[config.mk]
export PLATFORM = sky130hd
export DESIGN_NAME = cbpe_lane
export DESIGN_NICKNAME = d
export VERILOG_FILES = /design/src/cbpe_pkg.sv /design/src/cbpe_lane.sv
export SDC_FILE = /design/constraint.sdc
export NUM_CORES = 2
export LEC_CHECK = 0
export BUFFER_PORTS_ARGS = -buffer_cell sky130_fd_sc_hd__buf_2
export CAP_MARGIN = 20
export CORE_MARGIN = 2
export CORE_UTILIZATION = 65
export CTS_CLUSTER_DIAMETER = 150
export DETAILED_ROUTE_END_ITERATION = 7
export PLACE_DENSITY_LB_ADDON = 0.3
export SETUP_SLACK_MARGIN = 0.15
export SKIP_LAST_GASP = 1
export SYNTH_ARGS = -nofsm -noshare
export SYNTH_HDL_FRONTEND = slang
export SYNTH_SLANG_ARGS = --single-unit
export TNS_END_PERCENT = 10
[constraint.sdc]
create_clock -name clk -period 9.7 [get_ports clk]
set_input_delay 1.94 -clock clk [delete_from_list [all_inputs] [get_ports clk]]
set_output_delay 1.94 -clock clk [all_outputs]
set_load 0.02 [all_outputs]
[src/cbpe_pkg.sv]
// Package for the cubic Bezier point evaluator: widths, payload structs,
// pipeline control struct and the weight bundle. No dependencies.
package cbpe_pkg;

  // Sample index width and coordinate width
  localparam int STEP_BITS   = 9;
  localparam int COORD_BITS  = 16;

  // Derived widths
  localparam int A_W         = STEP_BITS + 1;          // a = 2^STEP_BITS - i
  localparam int SQ_A_W      = 2 * A_W;
  localparam int SQ_B_W      = 2 * STEP_BITS;
  localparam int SCALE_SHIFT = 3 * STEP_BITS;          // weight denominator
  localparam int WGT_W       = SCALE_SHIFT + 1;        // a weight can equal 2^SCALE_SHIFT
  localparam int PROD_W      = WGT_W + COORD_BITS;
  localparam int ACC_W       = SCALE_SHIFT + COORD_BITS;
  localparam int NUM_CP      = 4;                      // control points
  localparam int NUM_STG     = 5;                      // pipeline depth

  typedef logic signed [COORD_BITS-1:0] coord_t;
  typedef logic [COORD_BITS-1:0]        ucoord_t;
  typedef logic [STEP_BITS-1:0]         step_t;

  typedef struct packed {
    coord_t p0_x;
    coord_t p0_y;
    coord_t p1_x;
    coord_t p1_y;
    coord_t p2_x;
    coord_t p2_y;
    coord_t p3_x;
    coord_t p3_y;
    step_t  sample_index;
  } cbpe_in_t;

  typedef struct packed {
    coord_t point_x;
    coord_t point_y;
  } cbpe_out_t;

  // Bernstein weights, scaled by 2^SCALE_SHIFT
  typedef struct packed {
    logic [NUM_CP-1:0][WGT_W-1:0] w;
  } wgt_t;

  // Per-stage load enables shared by the weight unit and the lanes
  typedef struct packed {
    logic s1_en;
    logic s2_en;
    logic s3_en;
    logic s4_en;
  } cbpe_ctl_t;

endpackage

[src/cbpe_lane.sv]
// One coordinate lane: bias, weight products, summation and rounding.
// Depends on cbpe_pkg; the weights come from cbpe_weights.
module cbpe_lane import cbpe_pkg::*; (
  input  logic                     clk,
  input  cbpe_ctl_t                ctl,
  input  coord_t [NUM_CP-1:0]      coord,
  input  wgt_t                     wgt,
  output coord_t                   point
);

  ucoord_t [NUM_CP-1:0]    u_s1_r;
  ucoord_t [NUM_CP-1:0]    u_s2_r;
  logic [NUM_CP-1:0][ACC_W-1:0] prod_r;
  logic [ACC_W-1:0]        sum_a_r;
  logic [ACC_W-1:0]        sum_b_r;
  logic [ACC_W-1:0]        total;
  ucoord_t                 rnd;

  // Stage 1: offset each coordinate to unsigned by flipping its sign bit
  always_ff @(posedge clk) begin
    if (ctl.s1_en) begin
      for (int k = 0; k < NUM_CP; k++) begin
        u_s1_r[k] <= {~coord[k][COORD_BITS-1], coord[k][COORD_BITS-2:0]};
      end
    end
  end

  // Stage 2: hold coordinates while the weights finish
  always_ff @(posedge clk) begin
    if (ctl.s2_en) begin
      u_s2_r <= u_s1_r;
    end
  end

  // Stage 3: one product per control point
  always_ff @(posedge clk) begin
    if (ctl.s3_en) begin
      for (int k = 0; k < NUM_CP; k++) begin
        prod_r[k] <= ACC_W'(PROD_W'(wgt.w[k]) * PROD_W'(u_s2_r[k]));
      end
    end
  end

  // Stage 4: pairwise sums, rounding half folded into the first
  always_ff @(posedge clk) begin
    if (ctl.s4_en) begin
      sum_a_r <= prod_r[0] + prod_r[1] + (ACC_W'(1) << (SCALE_SHIFT - 1));
      sum_b_r <= prod_r[2] + prod_r[3];
    end
  end

  // Final add, drop the fraction, remove the offset
  always_comb begin
    total = sum_a_r + sum_b_r;
    rnd   = total[ACC_W-1:SCALE_SHIFT];
    point = {~rnd[COORD_BITS-1], rnd[COORD_BITS-2:0]};
  end

endmodule

## Word level (Yosys, flattened, before mapping)

Cells that the tools add are included.

| word-level totals | value |
|---|---|
| bits in registers | 386 |
| bits of input ports | 181 |
| word-level logic and storage cells | 27 |

| operators by class | value |
|---|---|
| add/subtract/negate cells | 4 |
| $mul | 4 |
| bitwise logic cells | 5 |

Operators with widths:

| cell | count |
|---|---|
| $mul 28x16->43 | 4 |
| $add 43x43->43 | 3 |
| $add 43x27->43 const B | 1 |
| $not 1->1 | 5 |

## Depth between registers and ports, before layout

| logic depth | value |
|---|---|
| word-level depth | 2 |
| depth in mapped cells | 28 |

## Worst setup path after synthesis

No wires, ideal clock.

| timing | value |
|---|---|
| kind | in2reg |
| start point | input wgt[100] in the netlist's numbering |
| end point | register prod_r[171] in the netlist's numbering (data pin) |
| library setup time | 0.260 ns |
| data arrival time | 7.658 ns |
| path slack | 1.782 ns |
| cell stages on the path | 23 |
| cells stage by stage | clkbuf_1 -> nand2_1 -> fa_1 -> fa_1 -> fa_1 -> inv_1 -> fa_1 -> fa_1 -> inv_1 -> fa_1 -> inv_1 -> ha_1 -> a21o_1 -> a221oi_1 -> o21ai_0 -> a31oi_1 -> o21a_1 -> o31ai_1 -> o31ai_1 -> o21ai_1 -> a21oi_1 -> o21ai_1 -> xnor2_1 |

| between the ends | value |
|---|---|
| word-level cells in the longest chain between the ends | 1 |

RTL lines:

| item | line | RTL |
|---|---|---|
| from (decl) | cbpe_lane.sv:7 | `input wgt_t wgt,` |
| $mul 28x16->43 | cbpe_lane.sv:39 | `prod_r[k] <= ACC_W'(PROD_W'(wgt.w[k]) * PROD_W'(u_s2_r[k]));` |
| to (signal, indexed assignment) | cbpe_lane.sv:39 |  |
| to (decl) | cbpe_lane.sv:13 | `logic [NUM_CP-1:0][ACC_W-1:0] prod_r;` |

Every way passes these cells.
A chain may end at the register's enable or synchronous reset.

## Worst setup path in the final report

| timing | value |
|---|---|
| start point | input wgt[40] in the netlist's numbering |
| end point | register prod_r[82] in the netlist's numbering (data pin) |

The elaborated chain is that of the path after synthesis.

==> reports/metrics.yaml <==
drtPass1Iterations: 5
max_freq_mhz: 123
grt_max_degree: 72
antenna_found_initial: 7
skew_ns: 0.0296
viasPerCell: 5.75
hold_buffers: 0
finalCritPeriodShare: 0.839
synth_edf_count: 386
slew_viol_final: 0
final_cell_mix: "inv_1 (1581), fa_1 (1446), nand2_1 (1172), and2_1 (730), ha_1 (614)"
slew_headroom: 0.189
ys.warnings.count: 0
ys_seq_area_frac: 0.158
dr_total_vias: 52600
synth-seq-cells: 386
avgRoutedWirePerCell_um: 19.5
fin_setup_tns_ns: 0
grt_pass1_wl_mm: 295
syn_area_um2: 73500
crit_arrival_ns: 8.53
synthArstFlopShare: 0
fp.dieH_um: 340
finalSetupViolations: 0
n_antenna_cell: 0
overflow: 0
drc: 0
area_growth_pct: 5.29
clk_path_buf_depth: 3
numCtsBuffers: 47
cts.sinks: 386
min_period_ns: 8.14
required_ns: 10.09
portBuffers: 196
final_common_cell: "inv_1"
coreArea_um2: 112000
gp_congestion: 0.941
crit_path_end_kind: "register"
synth_fp_nets: 9873
hpwl_mm: 138
finalNetCount: 9859
ant_nets: 0
drtIter0Drc: 3894
wl_mm: 178
cts_tree: "done"
post_cts_buffers: 0
die_area_um2: 116000
drive_above_1_share: 0.0455
hp-class: "register to register"
synth_cell_types: 77
syn_avg_cell_area_um2: 9.62
worstPathMaxFanout: 16
grt_pass1_vias: 57500
die_x_um: 340
cts_resized: 0
start_util: 0.654
clk_pin_slew_worst_paths_ns: 0.06
core.rowCount: 123
max_cap_viol_count: 0
dp_cells: 9059
status: "completed"
clkLatencyLatePin_ns: 0.66
startpoint_type: "input pin"
io_pins: 197
rsz0062_at_grt: "no"
ys.flop_type: "edfxtp_1"
finalNonFillerCells: 9155
criticalPathCategory: "input pin to register"
cts_root_buf: "clkbuf_16"
htreeDepth: 2
synth_cells: 7632
grt_use_total: 0.322
hold_viol: 0
worst_pin_slew_ns: 1.22
-- cells in the mapped netlist (4+ instances only) --
master | n | area [um^2]
o211ai_1 | 12 | 90.1
a21oi_1 | 245 | 1230
o21a_1 | 22 | 165
nand3_1 | 40 | 200
ha_1 | 614 | 7680
xnor2_1 | 176 | 1540
and2_1 | 730 | 4570
inv_1 | 1581 | 5930
fa_1 | 1446 | 28900
and4_1 | 13 | 114
a21boi_0 | 4 | 30.0
a41oi_1 | 6 | 52.6
nor4_1 | 7 | 43.8
a311oi_1 | 4 | 35.0
a31oi_1 | 27 | 169
edfxtp_1 | 386 | 11600
o21ai_1 | 17 | 85.1
nor2b_1 | 41 | 257
a221o_1 | 4 | 40.0
or2_2 | 6 | 37.5
o31ai_1 | 11 | 82.6
a211o_1 | 6 | 52.6
nand2_1 | 1172 | 4400
buf_1 | 7 | 26.3
a2111oi_0 | 5 | 43.8
xor2_1 | 87 | 762
a211oi_1 | 28 | 210
nor2_1 | 124 | 465
nand2b_1 | 24 | 150
o21ai_0 | 109 | 546
and3_1 | 25 | 156
o21bai_1 | 35 | 263
nor3b_1 | 5 | 37.5
a221oi_1 | 7 | 61.3
o2111ai_1 | 5 | 43.8
nor3_1 | 26 | 130
a21o_1 | 173 | 1300
clkbuf_1 | 309 | 1160
nand4_1 | 37 | 231
-- area by class of cell --
class	instances	area [um^2]
Multi-Input combinational cell	5349	54700
Fill cell	8655	35000
Sequential cell	386	11600
Inverter	1581	5930
Tap cell	1500	1880
Timing Repair Buffer	253	1640
Clock buffer	53	1200
Clock inverter	33	354
-- metrics by stage --
step	area [um^2]	hold WS, ns	util	setup slack [ns]
2_1_floorplan	73500	0.400	-	1.78
3_3_place_gp	75500	0.400	0.672	1.25
3_5_place_dp	75500	0.405	0.672	1.09
4_1_cts	77100	0.408	0.686	1.75
5_1_grt	77300	0.413	0.688	1.23
6_report	77300	0.414	0.688	1.56
-- final timing paths --
kind	start	endpoint	slack [ns]	cells past startpoint
worst min-delay path	u_s1_r[9]	u_s2_r[9]	0.41	0
worst min register to register	u_s1_r[9]	u_s2_r[9]	0.41	0
worst max-delay path	wgt[40]	prod_r[82]	1.56	22
worst max register to register	u_s2_r[20]	prod_r[82]	2.13	22
-- layer usage --
layer	global-route usage	vias up	wire, um
met5	0	-	46
li1	-	23300	-
met4	0.135	8	7990
met1	0.403	26700	67200
met3	0.0519	505	13100
met2	0.559	2124	89800
-- state kept, by name (all words and copies together), names as in the netlist --
name and count:
prod_r 172, sum_a_r 43, sum_b_r 43, u_s1_r 64, u_s2_r 64
-- logic make-up after synthesis --
group	Yosys count	synth area share
AOI/OAI and AO/OA	759	0.0664
and+or+nand+nor	2265	0.149
muxes	2	0.000290
xor gates and xnor gates	263	0.0314
buffers and inverters	1897	0.0969
adders and majority gates	2060	0.499
DFF	386	0.158
-- worst max-delay path, stage by stage --
cell and delay (ns):
buf_2 0.37, nand2_1 0.14, fa_1 0.52, fa_1 0.53
fa_1 0.51, inv_1 0.05, fa_1 0.49, fa_1 0.51
inv_1 0.05, fa_1 0.47, inv_1 0.04, ha_1 0.34
a21oi_1 0.21, o21ai_0 0.12, nor3_1 0.36, a21oi_1 0.16
o21ai_1 0.19, o211ai_1 0.23, a2111oi_0 0.82, o31ai_1 0.16
a21oi_1 0.21, xnor2_1 0.08
Power is not shown: default switching activity piles up to over one toggle a cycle in this logic, so the estimate is an artifact.
