==> config.mk <==
export PLATFORM = sky130hd
export DESIGN_NAME = cbpe_weights
export DESIGN_NICKNAME = d
export VERILOG_FILES = /design/src/cbpe_pkg.sv /design/src/cbpe_weights.sv
export SDC_FILE = /design/constraint.sdc
export NUM_CORES = 2
export LEC_CHECK = 0
export BUFFER_PORTS_ARGS = -buffer_cell sky130_fd_sc_hd__buf_2
export CORE_MARGIN = 1
export CORE_UTILIZATION = 50
export CTS_BUF_LIST = sky130_fd_sc_hd__clkbuf_8
export DETAILED_ROUTE_END_ITERATION = 6
export GPL_ROUTABILITY_DRIVEN = 0
export PLACE_DENSITY = 0.78
export SLEW_MARGIN = 30
export SYNTH_ARGS = -nofsm -noshare
export SYNTH_HDL_FRONTEND = slang
export SYNTH_SLANG_ARGS = --single-unit
==> constraint.sdc <==
create_clock -name clk -period 9.6 [get_ports clk]
set_input_delay 0.48 -clock clk [delete_from_list [all_inputs] [get_ports clk]]
set_output_delay 0.48 -clock clk [all_outputs]
set_load 0.01 [all_outputs]
==> src/cbpe_pkg.sv <==
// Package for the cubic Bezier point evaluator: widths, payload structs,
// pipeline control struct and the weight bundle. No dependencies.
package cbpe_pkg;

  // Sample index width and coordinate width
  localparam int STEP_BITS   = 9;
  localparam int COORD_BITS  = 16;

  // Derived widths
  localparam int A_W         = STEP_BITS + 1;          // a = 2^STEP_BITS - i
  localparam int SQ_A_W      = 2 * A_W;
  localparam int SQ_B_W      = 2 * STEP_BITS;
  localparam int SCALE_SHIFT = 3 * STEP_BITS;          // weight denominator
  localparam int WGT_W       = SCALE_SHIFT + 1;        // a weight can equal 2^SCALE_SHIFT
  localparam int PROD_W      = WGT_W + COORD_BITS;
  localparam int ACC_W       = SCALE_SHIFT + COORD_BITS;
  localparam int NUM_CP      = 4;                      // control points
  localparam int NUM_STG     = 5;                      // pipeline depth

  typedef logic signed [COORD_BITS-1:0] coord_t;
  typedef logic [COORD_BITS-1:0]        ucoord_t;
  typedef logic [STEP_BITS-1:0]         step_t;

  typedef struct packed {
    coord_t p0_x;
    coord_t p0_y;
    coord_t p1_x;
    coord_t p1_y;
    coord_t p2_x;
    coord_t p2_y;
    coord_t p3_x;
    coord_t p3_y;
    step_t  sample_index;
  } cbpe_in_t;

  typedef struct packed {
    coord_t point_x;
    coord_t point_y;
  } cbpe_out_t;

  // Bernstein weights, scaled by 2^SCALE_SHIFT
  typedef struct packed {
    logic [NUM_CP-1:0][WGT_W-1:0] w;
  } wgt_t;

  // Per-stage load enables shared by the weight unit and the lanes
  typedef struct packed {
    logic s1_en;
    logic s2_en;
    logic s3_en;
    logic s4_en;
  } cbpe_ctl_t;

endpackage

==> src/cbpe_weights.sv <==
// Bernstein weight generator: two pipeline stages from sample index to weights.
// Depends on cbpe_pkg.
module cbpe_weights import cbpe_pkg::*; (
  input  logic      clk,
  input  cbpe_ctl_t ctl,
  input  step_t     sample_index,
  output wgt_t      wgt
);

  logic [A_W-1:0]    a_nxt;
  logic [A_W-1:0]    a_r;
  step_t             b_r;
  logic [SQ_A_W-1:0] a2_r;
  logic [SQ_B_W-1:0] b2_r;
  logic [WGT_W-1:0]  m1;
  logic [WGT_W-1:0]  m2;
  wgt_t              wgt_nxt;
  wgt_t              wgt_r;

  // a = 2^STEP_BITS - i, never zero
  assign a_nxt = (A_W'(1) << STEP_BITS) - A_W'(sample_index);

  // Stage 1: squares of a and b
  always_ff @(posedge clk) begin
    if (ctl.s1_en) begin
      a_r  <= a_nxt;
      b_r  <= sample_index;
      a2_r <= SQ_A_W'(a_nxt) * SQ_A_W'(a_nxt);
      b2_r <= SQ_B_W'(sample_index) * SQ_B_W'(sample_index);
    end
  end

  // Stage 2: cubes and mixed terms; times three is a shift and add
  always_comb begin
    m1 = WGT_W'(a2_r) * WGT_W'(b_r);
    m2 = WGT_W'(b2_r) * WGT_W'(a_r);
    wgt_nxt.w[0] = WGT_W'(a2_r) * WGT_W'(a_r);
    wgt_nxt.w[1] = m1 + (m1 << 1);
    wgt_nxt.w[2] = m2 + (m2 << 1);
    wgt_nxt.w[3] = WGT_W'(b2_r) * WGT_W'(b_r);
  end

  always_ff @(posedge clk) begin
    if (ctl.s2_en) begin
      wgt_r <= wgt_nxt;
    end
  end

  assign wgt = wgt_r;

endmodule

After elaboration in Yosys (flattened, before gate mapping)
Cells that the tools add are included.

word-level totals
  bits in latches = 0
  memory bits (writable) = 0
  output and inout bits = 112
  memories kept = 0
  bits in registers = 168
  word-level logic and storage cells = 17
  bits in read-only memories = 0

cells by class
  divide/modulo/power cells = 0
  shift-type cells = 0
  $add $sub $neg = 3
  reductions and logical operators = 0
  bitwise logic cells = 0
  order comparisons = 0
  $mul = 6
  multiplexer cells = 0
  equality and inequality tests = 0

operators with widths
  operator                                                              number
  28-bit adder                                                          2
  18-bit by 10-bit multiplier with 28-bit output                        1
  20-bit by 10-bit multiplier with 28-bit output                        1
  20-bit by 9-bit multiplier with 28-bit output                         1
  18-bit by 9-bit multiplier with 27-bit output                         1
  10-bit by 10-bit multiplier with 20-bit output                        1
  9-bit by 9-bit multiplier with 18-bit output                          1
  10-bit by 9-bit subtractor with 10-bit output (first input constant)  1

Depth between registers and ports, before layout
  depth after elaboration = 2
  gate-level depth with buffers = 33

Worst setup path after synthesis
OpenSTA, ideal clock, no wires.

  path kind = register to register
  start point = reg b_r[2]
  end point = reg wgt_r (netlist bit wgt[55]), data pin
  period minus slack after synthesis = 7.407 ns
  data required time = 9.340 ns
  stages on the path, launching flop included = 29
  arrival time = 7.148 ns
  slack = 2.193 ns
  path through = edfxtp_1 -> clkbuf_1 -> clkbuf_1 -> nand2_1 -> fa_1 -> inv_1 -> fa_1 -> inv_1 -> fa_1 -> fa_1 -> inv_1 -> ha_1 -> a21o_1 -> a21o_1 -> a2111oi_0 -> o21ai_0 -> xor2_1 -> ha_1 -> a21o_1 -> a21o_1 -> a221o_1 -> or3_4 -> o21ai_2 -> o21ai_1 -> or4_4 -> a31o_1 -> a21oi_2 -> xnor3_1 -> xor2_1

RTL lines
  element                 RTL line            text
  from (decl)             cbpe_weights.sv:12  step_t b_r;
  from (signal assigned)  cbpe_weights.sv:27  b_r <= sample_index;
  to (signal assigned)    cbpe_weights.sv:45  wgt_r <= wgt_nxt;
  to (decl)               cbpe_weights.sv:18  wgt_t wgt_r;

==> impl_metrics.tcl <==
set metrics [dict create \
    status "finished clean" \
    r2r_slack_ns 1.39 \
    cp-start-kind "flip-flop" \
    ys_warn_count 0 \
    grt_overflow 0 \
    postCtsHoldBufs 0 \
    cts.sinks 159 \
    grt_max_degree 64 \
    dp_slack_ns 1.51 \
    clock_skew_ns 0.0277 \
    ys_ff_latch 159 \
    cts_tree "done" \
    min_period_ns 8.21 \
    max_stage_delay_ns 0.82 \
    grt_pass1_vias 24400 \
    rsz0062_at_grt "no" \
    r2r_cells 27 \
    drcViolationCount 0 \
    antenna_found_initial 4 \
    met3WireLength_um 3770 \
    r2r_end "wgt[55]" \
    met2_length_um 33200 \
    seq_area_um2 4770 \
    path_class "reg -> reg" \
    synth_top_cell_by_area "fa_1" \
    drt_pass1_iterations 7 \
    required_ns 9.94 \
    setup_tns_ns 0 \
    viasPerCell 5.25 \
    finalHoldViolCount 0 \
    highest_layer "met5" \
    numCtsBuffers 17 \
    cp_num_buf_inv 3 \
    fillCellCount 5575 \
    min_period_over_period_pct 85.5 \
    syn2layout_area_growth_pct 5.77 \
    drv_slew 0 \
    worst_slew_pin_slew_ns 0.892 \
    setup.worst_path.end_class "flip-flop" \
    yosys-top-cells-area "fa_1, edfxtp_1, ha_1" \
    stdcell_area_um2 34100 \
    worstReg2RegStart "b_r[7]" \
    io_buffers 122 \
    cts_setup_buffers 0 \
    synth_top_area_share_pct 35.2 \
    nNetsFinal 4423 \
    setup_viol 0 \
    core_area_um2 63400 \
    drive_above_1_share_pct 5.27 \
    htree_levels 4 \
    crit_top_cell "fa_1" \
    crit_path_end "wgt[55]" \
    drv_cap 0 \
    critPathArrivalTime_ns 8.55 \
    synth_ff_type "edfxtp_1" \
    hpwl_um 53400 \
    synth_edf_count 159 \
    initial_core_util_pct 50.8 \
    num_rows 92 \
    cts_resized 0 \
    vias 22900 \
    hold_class "in -> reg" \
    routedWlPerCell_um 15.3 \
    clk_pin_slew_ns 0.10 \
    placed_cell_area_um2 33700 \
    drt_wl_total_um 66600 \
    async_reset_ff_share_pct 0 \
    worstSetupStartpoint "b_r[7]" \
    wl_met1_um 27100 \
    netlist_area_um2 32200 \
    grt_usage_pct 21.7 \
    setup_slack_ns 1.39 \
    ant_nets 0 \
    ctsLongestPathBuffers 2 \
    worst-path-max-fanout 17 \
    cts_root_buffer "clkbuf_8" \
    crit_family "adder cells" \
    die_h_um 256 \
    syn_avg_cell_area_um2 9.42 \
    synth_cell_types 67 \
    die_area_um2 65500 \
    synth_seq_area_share_pct 14.8 \
    syn-instance-count 3421 \
    io_pins 126 \
    die_x_um 256 \
    multiInputGateArea_um2 24400 \
    path_depth 27 \
    drt_iter0_drc 1250 \
    grt_first_pass_wirelength_um 115000 \
    max_freq_ghz 0.122 \
    clk_latency_ns 0.59 \
    max_slew_margin_pct 40.5 \
    critPathSlowestCell "edfxtp_1" \
]
## per-stage QoR
step | utilization (%) | std cells | hold slack (ns)
floorplan | - | 3444 | 0.563
global placement | 53.2 | 4321 | 0.868
detailed placement | 53.2 | 4322 | 0.863
CTS | 53.8 | 4354 | 0.202
global route | 53.8 | 4356 | 0.226
finish | 53.8 | 4356 | 0.257
## Yosys cell counts (8+ instances only)
library cell	number
inv_1	715
o21ai_0	38
o21ai_1	25
and3_1	9
a21oi_1	125
nor2b_1	20
and2_1	277
a211oi_1	9
fa_1	567
nand3_1	22
nor3_1	22
edfxtp_1	159
nor2_1	123
nand2b_1	25
clkbuf_1	109
a21o_1	46
o21a_1	18
o31ai_1	8
or3_1	8
xnor2_1	146
nand2_1	428
o211ai_1	10
ha_1	347
xor2_1	48
o21bai_1	26
## worst reg2reg max path, stage by stage (launching register included)
cell and delay (ns):
edfxtp_1 0.82, buf_4 0.38, and2_1 0.19, fa_1 0.41
inv_1 0.08, fa_1 0.42, fa_1 0.45, fa_1 0.48
inv_1 0.04, ha_1 0.32, a21o_1 0.17, a21o_1 0.16
a2111oi_0 0.57, o21a_1 0.21, a21oi_1 0.12, xor2_1 0.19
ha_1 0.35, nand3_1 0.11, nor2_1 0.09, a221o_1 0.39
or3_4 0.35, o21ai_2 0.19, o21ai_1 0.13, or4_4 0.43
a31o_1 0.24, a21oi_2 0.17, xnor3_1 0.33, xor2_1 0.14
## metal layers
layer  vias up  global-route usage [%]
met5         -                       0
met4         4                    9.41
met3       127                    3.49
met2       610                    37.8
met1     11400                    26.4
li1      10700                       -
## kinds of logic after synthesis
group / synth area share, %
multiplexers: 0.0660
buffers and inverters: 9.73
other: 0.0233
adder cells (fa/ha/maj): 48.7
AND/OR/NAND/NOR: 14.1
XOR/XNOR: 5.34
flip-flops: 14.8
AO/OA/AOI/OAI: 7.23
## layout make-up
class                   count  area share (%)
repair buffers            146            2.35
clock inverters            15           0.349
flip-flops and latches    159            14.0
diodes                      2          0.0147
clock buffers              17           0.686
well taps                 846            3.10
inverters                 717            7.89
multi-input cells        2454            71.6
## cells in the final DEF, fill, tap and decap left out, types with 9 or more instances in the layout
| cell | synthesis | routed |
|---|---|---|
| inv_1 | 715 | 715 |
| fa_1 | 567 | 567 |
| nand2_1 | 428 | 428 |
| ha_1 | 347 | 347 |
| and2_1 | 277 | 277 |
| edfxtp_1 | 159 | 159 |
| xnor2_1 | 146 | 146 |
| a21oi_1 | 125 | 125 |
| nor2_1 | 123 | 123 |
| buf_2 | 1 | 121 |
| xor2_1 | 48 | 48 |
| a21o_1 | 46 | 46 |
| o21ai_0 | 38 | 38 |
| o21bai_1 | 26 | 26 |
| o21ai_1 | 25 | 25 |
| nand2b_1 | 25 | 25 |
| conb_1 | 2 | 25 |
| buf_4 | 4 | 24 |
| nand3_1 | 22 | 22 |
| nor3_1 | 22 | 22 |
| nor2b_1 | 20 | 20 |
| o21a_1 | 18 | 18 |
| clkbuf_8 | 0 | 17 |
| o211ai_1 | 10 | 10 |
| a211oi_1 | 9 | 9 |
| and3_1 | 9 | 9 |
## worst min path at each step
| stage | endpoint | from | slack (ns) | cells past startpoint |
|---|---|---|---|---|
| 2_1_floorplan | wgt[0] | a_r[0] | 0.56 | 0 |
| 3_3_place_gp | b_r[1] | sample_index[1] | 0.87 | 1 |
| 3_5_place_dp | b_r[1] | sample_index[1] | 0.86 | 1 |
| 4_1_cts | b_r[1] | sample_index[1] | 0.20 | 1 |
| 5_1_grt | b_r[1] | sample_index[1] | 0.23 | 1 |
| 6_report | b_r[1] | sample_index[1] | 0.26 | 1 |
## flip-flops by register name (all words and copies together) (netlist names)
name	cells
a2_r	18
a_r	10
b2_r	15
b_r	8
wgt	108
Power is not shown: default switching activity piles up to over one toggle a cycle in this logic, so the estimate is an artifact.
